<file path="src/design/smf_pkg.sv">
package smf_pkg;

  localparam int unsigned BYTE_W   = 8;
  localparam int unsigned FUNC_W   = 2;
  localparam int unsigned KIND_W   = 2;
  localparam int unsigned POS_W    = 11;
  localparam int unsigned TEXT_MAX = 1024;

  typedef enum logic [FUNC_W-1:0] {
    FUNC_NEW  = 2'd0,
    FUNC_APP  = 2'd1,
    FUNC_TEXT = 2'd2
  } func_e;

  typedef enum logic [KIND_W-1:0] {
    KIND_MATCH     = 2'd0,
    KIND_END_NONE  = 2'd1,
    KIND_END_FOUND = 2'd2
  } kind_e;

  typedef struct packed {
    logic pat_new;
    logic pat_app;
    logic txt_step;
    logic srch_clr;
  } cmd_t;

  typedef struct packed {
    logic hit;
  } sts_t;

endpackage

</file>
<file path="src/design/smf_ctrl.sv">
module smf_ctrl
  import smf_pkg::*;
(
  input  logic              clk_i,
  input  logic              rst_ni,
  input  logic              in_valid_i,
  output logic              in_ready_o,
  input  logic [FUNC_W-1:0] func_i,
  input  logic              eot_i,
  input  logic              out_ready_i,
  output logic              out_valid_o,
  output logic [KIND_W-1:0] kind_o,
  output logic              last_o,
  output cmd_t              cmd_o,
  input  sts_t              sts_i
);

  typedef enum logic {
    ST_NONE,
    ST_FOUND
  } state_e;

  state_e            state_q;
  logic              out_valid_q;
  logic [KIND_W-1:0] kind_q;
  logic              last_q;
  logic              accept;
  logic              is_text;
  logic              emit;
  kind_e             kind_d;

  assign in_ready_o = !out_valid_q || out_ready_i;
  assign accept     = in_valid_i && in_ready_o;

  always_comb begin
    cmd_o = '0;
    case (func_i)
      FUNC_NEW:  cmd_o.pat_new  = accept;
      FUNC_APP:  cmd_o.pat_app  = accept;
      FUNC_TEXT: cmd_o.txt_step = accept;
      default:   cmd_o = '0;
    endcase
    is_text        = cmd_o.txt_step;
    cmd_o.srch_clr = cmd_o.pat_new || cmd_o.pat_app || (is_text && eot_i);
    emit           = is_text && (sts_i.hit || eot_i);
    if (sts_i.hit) begin
      kind_d = KIND_MATCH;
    end else if (state_q == ST_FOUND) begin
      kind_d = KIND_END_FOUND;
    end else begin
      kind_d = KIND_END_NONE;
    end
  end

  always_ff @(posedge clk_i or negedge rst_ni) begin
    if (!rst_ni) begin
      state_q     <= ST_NONE;
      out_valid_q <= 1'b0;
      kind_q      <= KIND_END_NONE;
      last_q      <= 1'b0;
    end else begin
      if (cmd_o.srch_clr) begin
        state_q <= ST_NONE;
      end else if (is_text && sts_i.hit) begin
        state_q <= ST_FOUND;
      end
      if (emit) begin
        out_valid_q <= 1'b1;
        kind_q      <= kind_d;
        last_q      <= eot_i;
      end else if (out_ready_i) begin
        out_valid_q <= 1'b0;
      end
    end
  end

  assign out_valid_o = out_valid_q;
  assign kind_o      = kind_q;
  assign last_o      = last_q;

  a_end_is_last: assert property (@(posedge clk_i) disable iff (!rst_ni)
    out_valid_q && (kind_q != KIND_MATCH) |-> last_q)
    else $error("end record without last");

  a_stall_blocks_input: assert property (@(posedge clk_i) disable iff (!rst_ni)
    out_valid_q && !out_ready_i |-> !in_ready_o)
    else $error("request taken while result stalled");

  a_found_clears: assert property (@(posedge clk_i) disable iff (!rst_ni)
    emit && eot_i |=> state_q == ST_NONE)
    else $error("found flag survives end of search");

  a_kind_legal: assert property (@(posedge clk_i) disable iff (!rst_ni)
    out_valid_q |-> (kind_q == KIND_MATCH || kind_q == KIND_END_NONE ||
                     kind_q == KIND_END_FOUND))
    else $error("illegal result kind");

endmodule

</file>
<file path="src/design/smf_datapath.sv">
module smf_datapath
  import smf_pkg::*;
#(
  parameter int unsigned PAT_MAX  = 32
) (
  input  logic              clk_i,
  input  logic              rst_ni,
  input  cmd_t              cmd_i,
  input  logic [BYTE_W-1:0] byte_i,
  output sts_t              sts_o,
  output logic [POS_W-1:0]  pos_o
);

  localparam int unsigned LW = $clog2(PAT_MAX + 1);
  localparam int unsigned CW = $clog2(TEXT_MAX + 1);
  localparam int unsigned PW = ((CW > LW) ? CW : LW) + 1;

  logic [BYTE_W-1:0] pat_q [PAT_MAX];
  logic [LW-1:0]     len_q;
  logic [PAT_MAX-1:0] act_q, act_d, eq, tail;
  logic [CW-1:0]     cnt_q;
  logic [POS_W-1:0]  pos_q;
  logic              room;
  logic              upd;
  logic              hit;
  logic [PW-1:0]     pos_w;

  // one compare cell per pattern byte, prefix-match chain across cells
  for (genvar i = 0; i < PAT_MAX; i++) begin : g_cell
    assign eq[i]   = (pat_q[i] == byte_i);
    assign tail[i] = (LW'(i + 1) == len_q);
    if (i == 0) begin : g_first
      assign act_d[i] = eq[i];
    end else begin : g_rest
      assign act_d[i] = act_q[i-1] && eq[i];
    end

    always_ff @(posedge clk_i) begin
      if ((cmd_i.pat_new && i == 0) ||
          (cmd_i.pat_app && (LW'(i) == len_q))) begin
        pat_q[i] <= byte_i;
      end
    end
  end

  assign room  = (cnt_q < CW'(TEXT_MAX));
  assign upd   = cmd_i.txt_step && room;
  assign hit   = upd && (len_q != '0) && (|(act_d & tail));
  assign pos_w = PW'(cnt_q) + PW'(2) - PW'(len_q);

  always_ff @(posedge clk_i or negedge rst_ni) begin
    if (!rst_ni) begin
      len_q <= '0;
      act_q <= '0;
      cnt_q <= '0;
    end else begin
      if (cmd_i.pat_new) begin
        len_q <= LW'(1);
      end else if (cmd_i.pat_app && (len_q < LW'(PAT_MAX))) begin
        len_q <= len_q + LW'(1);
      end
      if (cmd_i.srch_clr) begin
        act_q <= '0;
        cnt_q <= '0;
      end else if (upd) begin
        act_q <= act_d;
        cnt_q <= cnt_q + CW'(1);
      end
    end
  end

  always_ff @(posedge clk_i) begin
    if (cmd_i.txt_step) begin
      pos_q <= hit ? POS_W'(pos_w) : '0;
    end
  end

  assign sts_o.hit = hit;
  assign pos_o     = pos_q;

  a_len_bound: assert property (@(posedge clk_i) disable iff (!rst_ni)
    len_q <= LW'(PAT_MAX))
    else $error("pattern length beyond store");

  a_cnt_bound: assert property (@(posedge clk_i) disable iff (!rst_ni)
    cnt_q <= CW'(TEXT_MAX))
    else $error("text count beyond limit");

  a_act_needs_text: assert property (@(posedge clk_i) disable iff (!rst_ni)
    (|act_q) |-> (cnt_q != '0))
    else $error("partial match with no text");

endmodule

</file>
<file path="src/design/substring_match_finder_core.sv">
// Naive substring search over a byte stream. Pattern bytes come first on the
// slave side (tuser 0 starts a new pattern, 1 appends a byte), then text bytes
// (tuser 2) with tlast on the final one. Each text byte that completes a match
// gives a result with the 1-based start position; the final byte gives an end
// record (kind 1 no match, 2 after matches) unless it matched itself. A row of
// per-byte compare cells tracks every partial match at once, so one request is
// taken each cycle; any result is registered and shows in the cycle after, and the
// single output register holds off the input only while a result waits.
module substring_match_finder_core
  import smf_pkg::*;
#(
  parameter int unsigned PAT_MAX  = 32
) (
  input  logic        clk_i,
  input  logic        rst_ni,
  input  logic        s_axis_tvalid,
  output logic        s_axis_tready,
  input  logic [7:0]  s_axis_tdata,   // [7:0] data_byte
  input  logic [1:0]  s_axis_tuser,   // [1:0] func
  input  logic        s_axis_tlast,
  output logic        m_axis_tvalid,
  input  logic        m_axis_tready,
  output logic [15:0] m_axis_tdata,   // [10:0] position, [15:11] zero
  output logic [1:0]  m_axis_tuser,   // [1:0] kind
  output logic        m_axis_tlast
);

  cmd_t             cmd;
  sts_t             sts;
  logic [POS_W-1:0] pos;

  smf_ctrl u_ctrl (
    .clk_i       (clk_i),
    .rst_ni      (rst_ni),
    .in_valid_i  (s_axis_tvalid),
    .in_ready_o  (s_axis_tready),
    .func_i      (s_axis_tuser),
    .eot_i       (s_axis_tlast),
    .out_ready_i (m_axis_tready),
    .out_valid_o (m_axis_tvalid),
    .kind_o      (m_axis_tuser),
    .last_o      (m_axis_tlast),
    .cmd_o       (cmd),
    .sts_i       (sts)
  );

  smf_datapath #(
    .PAT_MAX  (PAT_MAX)
  ) u_datapath (
    .clk_i  (clk_i),
    .rst_ni (rst_ni),
    .cmd_i  (cmd),
    .byte_i (s_axis_tdata),
    .sts_o  (sts),
    .pos_o  (pos)
  );

  assign m_axis_tdata = 16'(pos);

endmodule
</file>
<file path="config.mk">
export PLATFORM = sky130hd
export DESIGN_NAME = substring_match_finder_core
export DESIGN_NICKNAME = d
export VERILOG_FILES = /design/src/design/smf_pkg.sv /design/src/design/smf_ctrl.sv /design/src/design/smf_datapath.sv /design/src/design/substring_match_finder_core.sv
export SDC_FILE = /design/constraint.sdc
export NUM_CORES = 1
export LEC_CHECK = 0
export ABC_CLOCK_PERIOD_IN_PS = 3200
export BUFFER_PORTS_ARGS = -buffer_cell sky130_fd_sc_hd__buf_2
export CORE_MARGIN = 3
export CORE_UTILIZATION = 47
export DETAILED_ROUTE_END_ITERATION = 16
export PLACE_DENSITY_LB_ADDON = 0.1
export SLEW_MARGIN = 20
export SYNTH_ARGS = -nofsm -noshare
export SYNTH_HDL_FRONTEND = slang
export SYNTH_SLANG_ARGS = --single-unit
</file>
<file path="constraint.sdc">
create_clock -name clk_i -period 3.2 [get_ports clk_i]
set_input_delay 0 -clock clk_i [delete_from_list [all_inputs] [get_ports clk_i]]
set_output_delay 0 -clock clk_i [all_outputs]
set_load 0.005 [all_outputs]
</file>
==> metrics.cfg, run 1 <==
[floorplanning]
core_area_mm2 = 0.03262
start_util_pct = 47.83
row_count = 66
fp.dieW_um = 188.2
dieArea_mm2 = 0.03541
die_h_um = 188.2
ios = 36

[yosys]
syn_area_mm2 = 0.01560
synth.avg_cell_area_um2 = 12.75
synthArstFlopShare_pct = 16.56
ys_seq_elements = 320
yosysSeqAreaShare_pct = 59.91
synth_cell_type_count = 68
yosys_most_used_dff = edfxtp_1
ys_warn_count = 0
synth_edf_count = 267
syn_inst = 1224

[min_path]
min_path_type = in2reg
holdPathStages = 1

[cts]
cts_tree = done
numClockSinks = 320
postCtsSetupRepairBufs = 0
insertion_delay_ns = 0.51
numCtsBuffers = 37
cts.path.max_buffers = 3
cts_root_buffer = clkbuf_16
clkSlewWorstSetupHoldPaths_ns = 0.06
cts_max_level = 2

[setup_path]
worstPathRequired_ns = 3.42
start_kind = flop
path_depth = 9
cp_data_arrival_time_ns = 3.24
end_kind = flop
critical_path_class = reg2reg
cp_max_fo = 11
critPathBufInv = 3
critPathMaxStageDelay_ns = 0.53
worst_path_max_delay_cell = a2111oi_2
crit_chain = inv_1, ha_1, inv_1, nor2_1, a2111oi_0, o211ai_1, a2111oi_2, buf_4, a2111oi_0
crit_family = compound AO/OA/AOI/OAI gates
reg2regPathDepth = 9

[routing]
drt_wl_total_um = 36770
first_pass_iters = 5
num_vias = 9748
final_antenna_net_count = 0
vias_per_cell = 5.437
drt-initial-drc-count = 670
drc = 0
drt-wirelength-per-cell_um = 20.51

[flow_run]
cap_violations = 0

[grt]
grt_pass1_vias = 9603
grt_pass1_wl_um = 57430
track_usage_pct = 20.94
grt_overflow_total = 0
antenna_found_initial = 1
grt_max_degree = 38

[sta]
fin_skew_ns = 0.01186
worst_slew_pin_slew_ns = 0.9928
rsz0062_at_grt = false
final_max_slew_viol_count = 0
setup_tns_ns = 0
setup_viol = 0
relSlewSlack_pct = 33.81
min_period_ns = 3.021
max_freq_ghz = 0.3310
hold_ws_ns = 0.01576
finalHoldViolations = 0
finalCritPeriodShare_pct = 94.41

[cells_and_area]
antenna_cells = 0
area_growth_pct = 14.33
drive_gt1_share_pct = 13.69
seq_area_mm2 = 0.009345
n_fill_cell = 2756
nNetsFinal = 1366
multi_input_area_mm2 = 0.005602
post-route-util_pct = 54.68
layout_commonest_cell = edfxtp_1
final_cell_mix = edfxtp_1, xnor2_1, nand2_1

[run_status]
status = complete, no violations

[power]
ir_drop_v = 0.0004734
leakage_nw = 5.861
powerDensity_mw_per_mm2 = 538.3

[placement]
hpwl_um = 25460
port_buffers = 30
routabilityCongestion = 0.9017

-- sequential cells by signal, summed over array words and instances, names as in the netlist --
signal,flops
u_ctrl.kind_o,2
u_datapath.len_q,6
u_ctrl.out_valid_o,1
u_ctrl.last_o,1
u_datapath.act_q,31
u_datapath.pos_o,11
u_datapath.cnt_q,11
u_ctrl.state_q,1
u_datapath.pat_q,256
-- where the power goes --
group	switching, mW	total (mW)	leakage [nW]	internal (mW)
combinational	0.614	1.01	2.18	0.397
sequential	0.0398	4.60	3.13	4.56
clock	1.61	3.99	0.554	2.38
total	2.26	9.60	5.86	7.34
-- cell usage after synthesis (all sizes together) (2+ instances only) --
| cell | count | share of area (%) |
|---|---|---|
| ha | 23 | 1.8 |
| or2 | 2 | 0.080 |
| nor2 | 62 | 1.5 |
| and3 | 14 | 0.56 |
| a31oi | 4 | 0.16 |
| edfxtp | 267 | 51 |
| o21ai | 17 | 0.55 |
| and4 | 3 | 0.17 |
| nand4 | 50 | 2.1 |
| and4b | 3 | 0.19 |
| nor2b | 7 | 0.28 |
| o211ai | 2 | 0.096 |
| or3 | 3 | 0.12 |
| nand3b | 2 | 0.096 |
| nor4 | 51 | 2.2 |
| a2111oi | 5 | 0.44 |
| o22ai | 2 | 0.080 |
| nand2 | 107 | 2.6 |
| a21oi | 44 | 1.4 |
| inv | 25 | 0.60 |
| nor3 | 31 | 1.0 |
| nand2b | 4 | 0.16 |
| xnor2 | 257 | 14 |
| nand4b | 2 | 0.11 |
| clkbuf | 18 | 0.43 |
| dfrtp | 52 | 8.3 |
| a41oi | 2 | 0.11 |
| nand3 | 54 | 1.7 |
| o2111ai | 3 | 0.17 |
| or4 | 2 | 0.096 |
| nor4bb | 2 | 0.17 |
| a22o | 3 | 0.17 |
| xor2 | 15 | 0.84 |
| buf | 47 | 3.3 |
| mux2i | 5 | 0.32 |
| nor4b | 8 | 0.57 |
| a211oi | 10 | 0.48 |
-- cell type report --
| class | count | area share (%) |
|---|---|---|
| clock inverter | 19 | 0.9821 |
| multi-input combinational | 817 | 31.41 |
| timing repair buffer | 125 | 6.173 |
| clock buffer | 44 | 5.395 |
| sequential | 320 | 52.40 |
| tap | 442 | 3.101 |
| inverter | 26 | 0.5472 |
-- routing by layer --
layer | part of all wire [%] | GRT usage (%) | vias to the layer above
li1 | - | - | 4634
met1 | 46 | 30.01 | 4801
met2 | 46 | 33.42 | 251
met3 | 5.2 | 3.665 | 60
met4 | 2.2 | 5.339 | 2
met5 | 0.022 | 0 | -
-- logic make-up (layout without fill, tap and decap cells) --
family	Yosys count	in the layout	share of synthesized area [%]
mux	5	5	0.3208
other cells	1	5	0.02404
flops	320	320	59.91
simple gates	411	411	13.98
compound gates	100	100	4.123
xor+xnor	272	272	15.32
fa+ha+maj	24	24	1.973
buf+inv	91	214	4.355
-- what timing repair did --
action,CTS,global route
hold buffers,12,0
hold endpoints to repair,91,0
gates resized for setup,0,2
setup endpoints to repair,0,1
-- final timing paths --
check,start,to,slack (ns)
hold / removal,s_axis_tdata[3],u_datapath.pat_q[1][99],0.02
hold reg to reg,u_datapath.act_q[9],u_datapath.act_q[9],0.53
min in group asynchronous,rst_ni,u_ctrl.last_o,0.19
setup / recovery,u_datapath.len_q[0],u_datapath.pos_o[3],0.18
setup reg to reg,u_datapath.len_q[0],u_datapath.pos_o[3],0.18
max in group asynchronous,rst_ni,u_datapath.act_q[13],2.16
-- metrics by stage --
step | total power [mW] | worst slack, ns | cell area, um2 | instances
5_1_grt | 9.988 | 0.01181 | 17840 | 1793
4_1_cts | 9.699 | 0.2053 | 17830 | 1793
3_3_place_gp | 5.677 | 0.3012 | 16570 | 1718
6_report | 9.601 | 0.1787 | 17840 | 1793
2_1_floorplan | 5.334 | 0.2411 | 15620 | 1228
3_5_place_dp | 5.679 | 0.2103 | 16570 | 1718
-- worst register-to-register path, cell delays in order, from the launching register on --
cell and delay, ns:
dfrtp_1 0.48, inv_1 0.11, ha_1 0.31, inv_1 0.21, nor2_1 0.09, a2111oi_0 0.38
o211ai_1 0.22, a2111oi_2 0.53, buf_4 0.29, a2111oi_0 0.11
No activity file was read; power rests on OpenSTA's default activity.
==> run 2, diff against run 1 <==
--- a/config.mk
+++ b/config.mk
@@ -8,7 +8,7 @@
 export ABC_CLOCK_PERIOD_IN_PS = 3200
 export BUFFER_PORTS_ARGS = -buffer_cell sky130_fd_sc_hd__buf_2
 export CORE_MARGIN = 3
-export CORE_UTILIZATION = 47
+export CORE_UTILIZATION = 50
 export DETAILED_ROUTE_END_ITERATION = 16
 export PLACE_DENSITY_LB_ADDON = 0.1
 export SLEW_MARGIN = 20
==> metrics.cfg, run 2 (synthesized netlist as in run 1, its figures left out) <==
[run_status]
status = complete, no violations

[routing]
final_antenna_net_count = 0  ; unchanged
vias_per_cell = 5.583  ; +2.7%
drt-wirelength-per-cell_um = 20.85  ; +1.7%
drc = 0  ; unchanged
drt_wl_total_um = 36510  ; -0.72%
drt-initial-drc-count = 734  ; +9.6%
first_pass_iters = 5  ; unchanged
num_vias = 9776  ; +0.29%

[placement]
routabilityCongestion = 0.8907  ; -1.2%
hpwl_um = 25270  ; -0.72%
placedCellCount = 1675  ; -2.5%
detailedPlace.worstSlack_ns = 0.2402  ; +0.02993 ns
port_buffers = 30  ; unchanged

[setup_path]
cp_data_arrival_time_ns = 3.24  ; about the same
r2r_slack_ns = 0.23  ; +0.05 ns
start_kind = flop
reg2regPathDepth = 8  ; -1
end_kind = flop
worstPathRequired_ns = 3.47  ; +0.05 ns
reg2reg_from = u_datapath.len_q[3]
worstSetupStartpoint = u_datapath.len_q[3]
cp_max_fo = 15  ; +4
critical_path_class = reg2reg
r2r-end = u_datapath.pos_o[3]

[power]
powerDensity_mw_per_mm2 = 546.1  ; +1.5%
clock_power_share_pct = 42.3  ; +0.7 points
p_int_mw = 7.433  ; +1.3%
pwr-share-seq_pct = 47.5  ; -0.4 points
leakage_nw = 5.869  ; +0.12%
switchingPower_mw = 2.253  ; -0.52%
comb_power_share_pct = 10.2  ; -0.3 points
p_sw_share_pct = 23.26  ; -0.33 points
ir_drop_v = 0.0004271  ; -9.8%
totalPowerFinal_mw = 9.686  ; +0.89%

[cells_and_area]
nNetsFinal = 1366  ; unchanged
layout_commonest_cell = edfxtp_1
top_regs = u_datapath.pat_q: 256 flops, u_datapath.act_q: 31 flops
multi_input_area_mm2 = 0.005599  ; about the same
area_growth_pct = 13.70
largest_register_ffs = 256  ; unchanged
regMostFlops = u_datapath.pat_q
n_fill_cell = 2543  ; -7.7%
drive_gt1_share_pct = 13.95  ; +0.25 points
antenna_cells = 0  ; unchanged
stdcell_count = 1751  ; -2.3%
seq_area_mm2 = 0.009345  ; unchanged
final_cell_mix = edfxtp_1, xnor2_1, nand2_1

[cts]
cts_root_buffer = clkbuf_16
cts_tree = done
cts.path.max_buffers = 3  ; unchanged
numClockSinks = 320  ; unchanged
numCtsBuffers = 36  ; -2.7%
clkSlewWorstSetupHoldPaths_ns = 0.06  ; about the same
cts_max_level = 2  ; unchanged
insertion_delay_ns = 0.51  ; about the same

[grt]
grt_max_degree = 46  ; +21%
grt_pass1_vias = 9709  ; +1.1%
grt_pass1_wl_um = 57050  ; -0.66%
antenna_found_initial = 0  ; -1
track_usage_pct = 22.14  ; +1.2 points
grt_overflow_total = 0  ; unchanged

[min_path]
hp-start = s_axis_tdata[7]
min_path_type = in2reg
holdPathStages = 1  ; unchanged
min_to = u_datapath.pat_q[0][103]

[floorplanning]
core_area_mm2 = 0.03067  ; -6.0%
fp.dieW_um = 182.6  ; -2.9%
dieArea_mm2 = 0.03336  ; -5.8%
row_count = 64  ; -3.0%
start_util_pct = 50.86  ; +3.0 points
ios = 36  ; unchanged
die_h_um = 182.6  ; -2.9%

[sta]
max_freq_ghz = 0.3370  ; +1.8%
setup_ws_ns = 0.2322  ; +0.05350 ns
rsz0062_at_grt = false
worst_slew_pin_slew_ns = 0.7750  ; -0.2179 ns
fin_skew_ns = 0.01442  ; +0.002554 ns
finalHoldViolations = 0  ; unchanged
setup_tns_ns = 0  ; unchanged
relSlewSlack_pct = 48.15  ; +14 points
min_period_ns = 2.968  ; -0.05350 ns
finalCritPeriodShare_pct = 92.74  ; -1.7 points
setup_viol = 0  ; unchanged
final_max_slew_viol_count = 0  ; unchanged

[flow_run]
cap_violations = 0  ; unchanged

==> run 2: through the flow <==
| step | utilization [%] | hold WS, ns | cell area [um2] |
|---|---|---|---|
| 3_3_place_gp | 53.59 | 0.06160 | 16430 |
| 5_1_grt | 57.83 | 0.01361 | 17740 |
| 3_5_place_dp | 53.59 | 0.06832 | 16430 |
| 6_report | 57.83 | 0.006336 | 17740 |
| 2_1_floorplan | - | -0.2956 | 15620 |
| 4_1_cts | 57.81 | 0.005046 | 17730 |
==> run 2: critical path, cell delays in order (launching register included) <==
cell and delay, ns:
dfrtp_1 0.55, buf_4 0.28, nor4b_2 0.59, nor4b_1 0.32, nor4_1 0.09, o21ai_1 0.24, a2111oi_2 0.06, buf_4 0.20
a2111oi_0 0.40
==> run 2: final cells by class <==
class	count	share of cell area, %
inverter	26	0.5502
clock inverter	12	0.6490
sequential	320	52.69
clock buffer	54	6.095
tap	396	2.793
multi-input combinational	817	31.57
timing repair buffer	126	5.657
==> run 2: power by group through the flow <==
stage | clock network (mW) | logic, mW | registers, mW
floorplan | 0 | 0.662 | 4.67
global route | 4.34 | 1.09 | 4.60
detailed placement | 0 | 0.982 | 4.68
global placement | 0 | 0.978 | 4.68
finish | 4.10 | 0.989 | 4.60
CTS | 4.18 | 0.994 | 4.60
==> run 2: worst max path at each step <==
stage | endpoint | slack (ns) | cells after the start
floorplan | u_datapath.pos_o[9] | 0.24 | 13
global placement | u_datapath.pos_o[3] | 0.31 | 8
detailed placement | u_datapath.pos_o[3] | 0.24 | 8
CTS | u_datapath.pos_o[3] | 0.22 | 8
global route | u_datapath.pos_o[10] | 0.03 | 9
finish | u_datapath.pos_o[3] | 0.23 | 8
==> run 2: what timing repair did <==
action | in CTS | in global routing
hold endpoints to repair | 73 | 0
buffers inserted | 0 | 0
gates resized for setup | 0 | 1
endpoints found under the setup margin | 0 | 1
hold buffers | 10 | 0
==> run 2: per-layer routing <==
metal | share of wire (%) | vias up | global-route usage (%)
met3 | 4.5 | 66 | 3.070
met1 | 46 | 4809 | 31.96
met5 | 0 | - | 0
li1 | - | 4644 | -
met2 | 47 | 257 | 35.10
met4 | 2.7 | 0 | 6.734
